**src/rtl/core/hrtoc_pkg.sv**
```systemverilog
// ----------------------------------------------------------------------------
// hrtoc_pkg
// Shared types and constants of the heater relay controller with timed
// auto-off: request and result records, controller state, mode codes.
// ----------------------------------------------------------------------------
`default_nettype none

package hrtoc_pkg;

  // default timer tick rate
  localparam int unsigned TICKS_PER_SECOND = 1000;

  // operation codes
  localparam logic OP_TICK    = 1'b0;
  localparam logic OP_COMMAND = 1'b1;

  // operating modes
  localparam logic [2:0] MODE_OFF    = 3'd0;
  localparam logic [2:0] MODE_ON     = 3'd1;
  localparam logic [2:0] MODE_OFF30  = 3'd2;
  localparam logic [2:0] MODE_OFF60  = 3'd3;
  localparam logic [2:0] MODE_CUSTOM = 3'd4;

  // report kinds
  localparam logic [1:0] REPORT_NONE    = 2'd0;
  localparam logic [1:0] REPORT_CHANGED = 2'd1;
  localparam logic [1:0] REPORT_SECONDS = 2'd2;

  // configuration register indexes
  localparam int unsigned CFG_INDEX_W = 1;
  localparam logic [CFG_INDEX_W-1:0] CFG_CUSTOM_OFF_SECONDS = 1'd0;
  localparam logic [CFG_INDEX_W-1:0] CFG_SYNC_DELAY_TICKS   = 1'd1;

  // reset values of the configuration registers
  localparam logic [15:0] CUSTOM_OFF_SECONDS_RST = 16'd10;
  localparam logic [15:0] SYNC_DELAY_TICKS_RST   = 16'd100;

  // fixed timed-mode lengths in seconds
  localparam logic [15:0] OFF30_SECONDS = 16'd1800;
  localparam logic [15:0] OFF60_SECONDS = 16'd3600;

  typedef struct packed {
    logic       opcode;
    logic [2:0] mode;
  } in_t;

  typedef struct packed {
    logic        relay_start;
    logic        relay_sync;
    logic [1:0]  report_kind;
    logic [2:0]  report_mode;
    logic [15:0] remaining_seconds;
  } out_t;

  // controller state; the timer counts whole seconds plus a sub-second
  // count kept next to this record
  typedef struct packed {
    logic [2:0]  mode;
    logic [2:0]  cmd_rec;
    logic [2:0]  rep_rec;
    logic [15:0] sync_cnt;
    logic        sync_armed;
    logic        timer_run;
    logic [15:0] secs_total;
    logic [15:0] secs_done;
    logic        relay_start;
    logic        relay_sync;
  } state_t;

  // state after reset: sync armed, everything else cleared
  localparam state_t STATE_RST = '{sync_armed: 1'b1, default: '0};

endpackage

`default_nettype wire

```
**src/rtl/core/hrtoc_step.sv**
```systemverilog
// ----------------------------------------------------------------------------
// hrtoc_step
// Next-state and result logic for one request: a mode command or one tick.
// ----------------------------------------------------------------------------
`default_nettype none

module hrtoc_step #(
  parameter int unsigned TICKS_PER_SECOND = hrtoc_pkg::TICKS_PER_SECOND,
  localparam int unsigned SubW = (TICKS_PER_SECOND > 1) ? $clog2(TICKS_PER_SECOND) : 1
) (
  input  wire hrtoc_pkg::in_t    req_i,
  input  wire hrtoc_pkg::state_t st_i,
  input  wire logic [SubW-1:0]   sub_i,
  input  wire logic [15:0]       custom_off_seconds_i,
  input  wire logic [15:0]       sync_delay_ticks_i,
  output hrtoc_pkg::state_t      st_o,
  output logic [SubW-1:0]        sub_o,
  output hrtoc_pkg::out_t        rsp_o
);

  localparam logic [SubW-1:0] SubLast = SubW'(TICKS_PER_SECOND - 1);

  always_comb begin
    st_o  = st_i;
    sub_o = sub_i;
    rsp_o = '0;

    if (req_i.opcode == hrtoc_pkg::OP_COMMAND) begin
      // mode command; undefined modes leave everything alone
      if (req_i.mode <= hrtoc_pkg::MODE_CUSTOM) begin
        st_o.mode      = req_i.mode;
        st_o.secs_done = '0;
        sub_o          = '0;
        if (req_i.mode == hrtoc_pkg::MODE_OFF) begin
          st_o.sync_armed = 1'b0;
          st_o.timer_run  = 1'b0;
          if (st_i.cmd_rec != hrtoc_pkg::MODE_OFF) begin
            st_o.relay_start = 1'b0;
            st_o.relay_sync  = 1'b0;
          end
        end else begin
          st_o.sync_cnt   = sync_delay_ticks_i;
          st_o.sync_armed = 1'b1;
          st_o.timer_run  = (req_i.mode != hrtoc_pkg::MODE_ON);
          if (req_i.mode == hrtoc_pkg::MODE_OFF30) begin
            st_o.secs_total = hrtoc_pkg::OFF30_SECONDS;
          end else if (req_i.mode == hrtoc_pkg::MODE_OFF60) begin
            st_o.secs_total = hrtoc_pkg::OFF60_SECONDS;
          end else if (req_i.mode == hrtoc_pkg::MODE_CUSTOM) begin
            st_o.secs_total = custom_off_seconds_i;
          end
          if (st_i.cmd_rec == hrtoc_pkg::MODE_OFF) begin
            st_o.relay_start = 1'b1;
          end
        end
        st_o.cmd_rec = req_i.mode;
      end
    end else begin
      // sync relay countdown
      if (st_i.sync_armed) begin
        if (st_i.sync_cnt != '0) begin
          st_o.sync_cnt = st_i.sync_cnt - 16'd1;
        end else begin
          st_o.sync_armed = 1'b0;
          st_o.relay_sync = 1'b1;
        end
      end
      // auto-off timer as whole seconds plus sub-second ticks
      if (st_i.timer_run) begin
        if (st_i.secs_done < st_i.secs_total) begin
          if (sub_i == SubLast) begin
            sub_o          = '0;
            st_o.secs_done = st_i.secs_done + 16'd1;
          end else begin
            sub_o = sub_i + SubW'(1);
          end
        end else begin
          st_o.timer_run   = 1'b0;
          st_o.secs_done   = '0;
          sub_o            = '0;
          st_o.mode        = hrtoc_pkg::MODE_OFF;
          st_o.relay_start = 1'b0;
          st_o.relay_sync  = 1'b0;
        end
      end
      // report on a mode change or a whole second of a timed mode
      if (st_o.mode <= hrtoc_pkg::MODE_ON) begin
        if (st_i.rep_rec != st_o.mode) begin
          rsp_o.report_kind = hrtoc_pkg::REPORT_CHANGED;
        end
      end else if (sub_o == '0) begin
        rsp_o.report_kind       = hrtoc_pkg::REPORT_SECONDS;
        rsp_o.remaining_seconds = st_o.secs_total - st_o.secs_done;
      end
      st_o.rep_rec = st_o.mode;
    end

    rsp_o.relay_start = st_o.relay_start;
    rsp_o.relay_sync  = st_o.relay_sync;
    rsp_o.report_mode = st_o.mode;
  end

endmodule

`default_nettype wire

```
**src/rtl/core/heater_relay_timed_off_controller_core.sv**
```systemverilog
// ----------------------------------------------------------------------------
// heater_relay_timed_off_controller_core
// Heater relay controller: start relay, sync relays and timed auto-off.
// ----------------------------------------------------------------------------
// Usage:
//   in channel  : in_valid_i / in_stall_o / in_data_i, one request is either
//                 a timer tick or a mode command.
//   out channel : out_valid_o / out_stall_i / out_data_o, exactly one result
//                 per request, in request order.
//   cfg channel : cfg_valid_i / cfg_ready_o / cfg_index_i / cfg_data_i,
//                 always ready; index 0 custom off seconds, 1 sync delay.
// Latency: a result is valid the cycle after its request is taken.
// Throughput: one request per cycle while in_stall_o is low; the whole
//   state update is combinational between st_q and the result register.
// The result register frees and reloads in the same cycle, so in_stall_o is
//   high only while a result is held and out_stall_i is high.
// Reset: relays open, mode off, sync armed with zero countdown (the first
//   tick closes the sync relays), config back to 10 s and 100 ticks.
// ----------------------------------------------------------------------------
`default_nettype none

module heater_relay_timed_off_controller_core #(
  parameter int unsigned TICKS_PER_SECOND = hrtoc_pkg::TICKS_PER_SECOND
) (
  input  wire  logic                              clk_i,
  input  wire  logic                              rst_ni,
  input  wire  logic                              in_valid_i,
  output logic                                    in_stall_o,
  input  wire  hrtoc_pkg::in_t                    in_data_i,
  output logic                                    out_valid_o,
  input  wire  logic                              out_stall_i,
  output hrtoc_pkg::out_t                         out_data_o,
  input  wire  logic                              cfg_valid_i,
  output logic                                    cfg_ready_o,
  input  wire  logic [hrtoc_pkg::CFG_INDEX_W-1:0] cfg_index_i,
  input  wire  logic [15:0]                       cfg_data_i
);

  localparam int unsigned SubW = (TICKS_PER_SECOND > 1) ? $clog2(TICKS_PER_SECOND) : 1;

  hrtoc_pkg::state_t st_q, st_d;
  logic [SubW-1:0]   sub_q, sub_d;
  logic [15:0]       custom_off_seconds_q;
  logic [15:0]       sync_delay_ticks_q;
  hrtoc_pkg::out_t   rsp_d;
  hrtoc_pkg::out_t   out_q;
  logic              out_valid_q;
  logic              in_take;

  // request taken when the result slot is empty or drains this cycle
  assign in_stall_o  = out_valid_q & out_stall_i;
  assign in_take     = in_valid_i & ~in_stall_o;
  assign cfg_ready_o = 1'b1;

  // configuration registers
  always_ff @(posedge clk_i or negedge rst_ni) begin
    if (!rst_ni) begin
      custom_off_seconds_q <= hrtoc_pkg::CUSTOM_OFF_SECONDS_RST;
      sync_delay_ticks_q   <= hrtoc_pkg::SYNC_DELAY_TICKS_RST;
    end else if (cfg_valid_i) begin
      if (cfg_index_i == hrtoc_pkg::CFG_CUSTOM_OFF_SECONDS) begin
        custom_off_seconds_q <= cfg_data_i;
      end else if (cfg_index_i == hrtoc_pkg::CFG_SYNC_DELAY_TICKS) begin
        sync_delay_ticks_q <= cfg_data_i;
      end
    end
  end

  hrtoc_step #(
    .TICKS_PER_SECOND(TICKS_PER_SECOND)
  ) u_step (
    .req_i               (in_data_i),
    .st_i                (st_q),
    .sub_i               (sub_q),
    .custom_off_seconds_i(custom_off_seconds_q),
    .sync_delay_ticks_i  (sync_delay_ticks_q),
    .st_o                (st_d),
    .sub_o               (sub_d),
    .rsp_o               (rsp_d)
  );

  // controller state
  always_ff @(posedge clk_i or negedge rst_ni) begin
    if (!rst_ni) begin
      st_q  <= hrtoc_pkg::STATE_RST;
      sub_q <= '0;
    end else if (in_take) begin
      st_q  <= st_d;
      sub_q <= sub_d;
    end
  end

  // result register
  always_ff @(posedge clk_i or negedge rst_ni) begin
    if (!rst_ni) begin
      out_valid_q <= 1'b0;
    end else if (in_take) begin
      out_valid_q <= 1'b1;
    end else if (!out_stall_i) begin
      out_valid_q <= 1'b0;
    end
  end

  always_ff @(posedge clk_i) begin
    if (in_take) begin
      out_q <= rsp_d;
    end
  end

  assign out_valid_o = out_valid_q;
  assign out_data_o  = out_q;

endmodule

`default_nettype wire

```
**config.mk**
```make
export PLATFORM = sky130hd
export DESIGN_NAME = heater_relay_timed_off_controller_core
export DESIGN_NICKNAME = d
export VERILOG_FILES = /design/src/rtl/core/hrtoc_pkg.sv /design/src/rtl/core/hrtoc_step.sv /design/src/rtl/core/heater_relay_timed_off_controller_core.sv
export SDC_FILE = /design/constraint.sdc
export NUM_CORES = 1
export LEC_CHECK = 0
export ABC_AREA = 1
export BUFFER_PORTS_ARGS = -buffer_cell sky130_fd_sc_hd__buf_2
export CORE_ASPECT_RATIO = 1.25
export CORE_MARGIN = 2
export CORE_UTILIZATION = 30
export CTS_BUF_LIST = sky130_fd_sc_hd__clkbuf_8
export DETAILED_ROUTE_END_ITERATION = 10
export GPL_TIMING_DRIVEN = 0
export HOLD_SLACK_MARGIN = 0.06
export PLACE_DENSITY = 0.52
export SYNTH_ARGS = -nofsm -noshare
export SYNTH_HDL_FRONTEND = slang
export SYNTH_HIERARCHICAL = 1
export SYNTH_SLANG_ARGS = --single-unit
```
**constraint.sdc**
```tcl
create_clock -name clk_i -period 4.5 [get_ports clk_i]
set_input_delay 1.35 -clock clk_i [delete_from_list [all_inputs] [get_ports clk_i]]
set_output_delay 1.35 -clock clk_i [all_outputs]
set_load 0.01 [all_outputs]
```
==> out/metrics.yaml <==
status: "finished, final reports clean"
r2r-end: "out_data_o[15]"
tightestPinTransition_ns: 0.953
max-vdd-ir-drop_v: 0.000208
rr_startpoint: "st_q[27]"
synth_nets: 1289
syn-cell-area_um2: 8710
cts.repair.resized: 0
io_pins: 52
drt_iter0_markers: 607
path_clk_slew_ns: 0.08
cellPowerDensity_nw_per_um2: 388
synth_fa_ha_area_share_pct: 4.11
finalSetupViolCount: 0
post-route-period-util_pct: 89.9
synthArstFlopShare_pct: 81.9
final_area_um2: 9740
finalWorstSetupSlack_ns: 0.454
final_cell_mix: "nand2_1 (399), nand3_1 (144), inv_1 (136)"
hold_viol: 0
cts_tree: "done"
slew_viol_final: 0
synth_edf_count: 23
hold_path.class: "reg2reg"
maxCapViolCount: 0
crit_path_frequent_cell: "nand2_1"
yosys_warnings: 6
rows: 69
final_nets: 1355
synth_cell_types: 49
crit_path_start_kind: "flip-flop"
synth-seq-area-share_pct: 37.9
critPathMaxFanout: 10
power_mw: 3.78
post_cts_buffers: 0
cpLargestDelayFamily: "compound AO/OA/AOI/OAI gates"
p_seq_share_pct: 40.8
overflow: 0
syn_to_final_growth_pct: 11.8
gp_congestion: 0.902
track_usage_pct: 18.1
synth_cells: 1235
die_x_um: 156
synth_compound_area_share_pct: 10.4
die_h_um: 195
cp_cell_sequence: "inv_1 -> ha_1 -> nand2_1 -> inv_1 -> o21ai_0 -> a21oi_1 -> nor2_1 -> nand2_1 -> nand2_4 -> clkbuf_1 -> o21ai_0 -> a21o_1 -> ha_1 -> nand3_1 -> nand2_1 -> o21bai_1 -> a21oi_1 -> nand3_1 -> nand2_1 -> nor2_1"
arrival_ns: 4.26
diodes: 0
crit_slowest_cell: "clkbuf_1"
yosys.area_share.simple_pct: 35.9
rr_worst_depth: 20
path_buf_inv: 3
tns_ns: 0
cts_inserted_buffers: 17
hold_ws_ns: 0.476
sw_frac_of_total_pct: 40.7
ys_ff_latch: 127
synthMuxAreaShare_pct: 0
p_int_mw: 2.24
layout_commonest_cell: "nand2_1"
power_switching_mw: 1.54
period_needed_ns: 4.05
r2r_slack_ns: 0.45
synth.avg_cell_area_um2: 7.05
wl_um: 26600
cts_buffer_depth: 2
avgRoutedWirePerCell_um: 15.9
placed_area_um2: 9420
clock-sinks: 127
first_global_vias: 7920
antenna_found_initial: 0
root_buffer: "clkbuf_8"
power.static_leakage_nw: 4.95
core-area_um2: 28500
htreeDepth: 4
drive_above_1_share_pct: 13.0
die_area_um2: 30400
fillCellCount: 3109
synth.largest_area_cell: "dfrtp_1"
cp_num_cells: 20
grt_max_degree: 78
pwr-share-comb_pct: 36.4
place_ws_ns: 0.459
synth.area.top_cells: "dfrtp_1 (28%), nand2_1 (17%), nand3_1 (8.3%)"
synth_top_area_share_pct: 28.2
clk_latency_ns: 0.46
route.detailed.drc: 0
startpoint: "st_q[27]"
p_clk_share_pct: 22.7
dp_hpwl_um: 20500
max_stage_delay_ns: 0.50
crit_required_ns: 4.71
vias: 8121
rsz0062_at_grt: "false"
cts.hold.buffers_added: 0
synthFlopType: "dfrtp_1"
dr.pass1.iters: 5
max_freq_ghz: 0.247
via_per_inst: 4.87
cp-end-kind: "flip-flop"
initial_core_util_pct: 30.6
io_buffers: 46
detail-route-antenna-nets: 0
grt_pass1_wl_um: 43100
synthXorXnorAreaFrac_pct: 1.81
finClkSkew_ns: 0.0217
crit_type: "reg2reg"
synth_top_family_by_area: "simple AND/OR/NAND/NOR gates"
critPathCapture: "out_data_o[15]"
maxSlewHeadroom_pct: 36.4
[sequential cells by signal (all words and copies together), names as in the netlist]
name / cells
sub_q: 10
out_data_o: 23
st_q: 61
custom_off_seconds_q: 16
sync_delay_ticks_q: 16
out_valid_o: 1
[power by group through the flow]
stage               registers, mW  logic (mW)  clock network [mW]
CTS                          1.54        1.38               0.891
detailed placement           1.56        1.38                   0
global route                 1.57        1.58               0.945
finish                       1.54        1.38               0.858
global placement             1.56        1.36                   0
floorplan                    1.51        1.02                   0
[how the worst min path moves through the flow]
stage,start,to,slack (ns),cells past startpoint
2_1_floorplan,sync_delay_ticks_q[10],sync_delay_ticks_q[10],0.44,2
6_report,sync_delay_ticks_q[5],sync_delay_ticks_q[5],0.48,2
3_5_place_dp,st_q[54],st_q[54],0.46,2
3_3_place_gp,st_q[33],st_q[33],0.45,2
5_1_grt,sync_delay_ticks_q[5],sync_delay_ticks_q[5],0.50,2
4_1_cts,sync_delay_ticks_q[5],sync_delay_ticks_q[5],0.48,2
[area by class of cell]
cell class	count	area, um^2	area share (%)
multi-input cells	912	4560	46.8
flip-flops and latches	127	3300	33.9
inverters	140	526	5.39
well taps	355	444	4.56
plain buffers	56	329	3.38
repair buffers	47	264	2.71
clock buffers	19	262	2.68
clock inverters	13	61.3	0.629
[tightest hold or removal path, cell delays in order (launching register included)]
cell and delay [ns]:
dfstp_2 0.38, nand2_1 0.06, nand2_1 0.04
[Yosys cell counts (3+ instances only)]
master    instances
o21ai_0          58
clkbuf_1         16
buf_6             4
edfxtp_1         23
inv_1           130
nand2_1         399
o22ai_1          26
nor3_1           10
nor2_1           92
dfstp_2           6
dfrtp_1          98
ha_1             27
o211ai_1          4
inv_2             9
xor2_1           15
buf_2            17
nand2_2          15
nor2_2            4
nand4_1          15
o21bai_1          3
nor2_4            3
buf_4            18
nand3_2           6
nand3_1         144
a211oi_1         11
nor4_1            4
a21oi_1          40
o31ai_1           3
xnor2_1           3
nand2_4           7
[cell families (layout without fill, tap and decap cells)]
family                   after synthesis  count (layout)
buffers and inverters                196             275
flip-flops                           127             127
AND/OR/NAND/NOR                      708             708
AO/OA/AOI/OAI                        157             157
XOR/XNOR                              18              18
other                                  1               1
adder cells (fa/ha/maj)               28              28
[stage by stage]
stage                     utilization (%)  instances
after floorplan                         -       1235
final                                34.2       1669
after global routing                 34.2       1669
after global placement               32.9       1636
after detailed placement             33.1       1637
after CTS                            34.2       1669
[per-layer routing]
metal  vias up  track usage, %  share of wire [%]  wire (um)
met5         -               0                  0          0
met4         0            7.27                3.6        961
met3        51            2.61                4.0       1070
met2       200            30.8                 48      12900
met1      3707            23.0                 44      11700
li1       4163               -                  -          -
(Power assumes the default switching activity.)
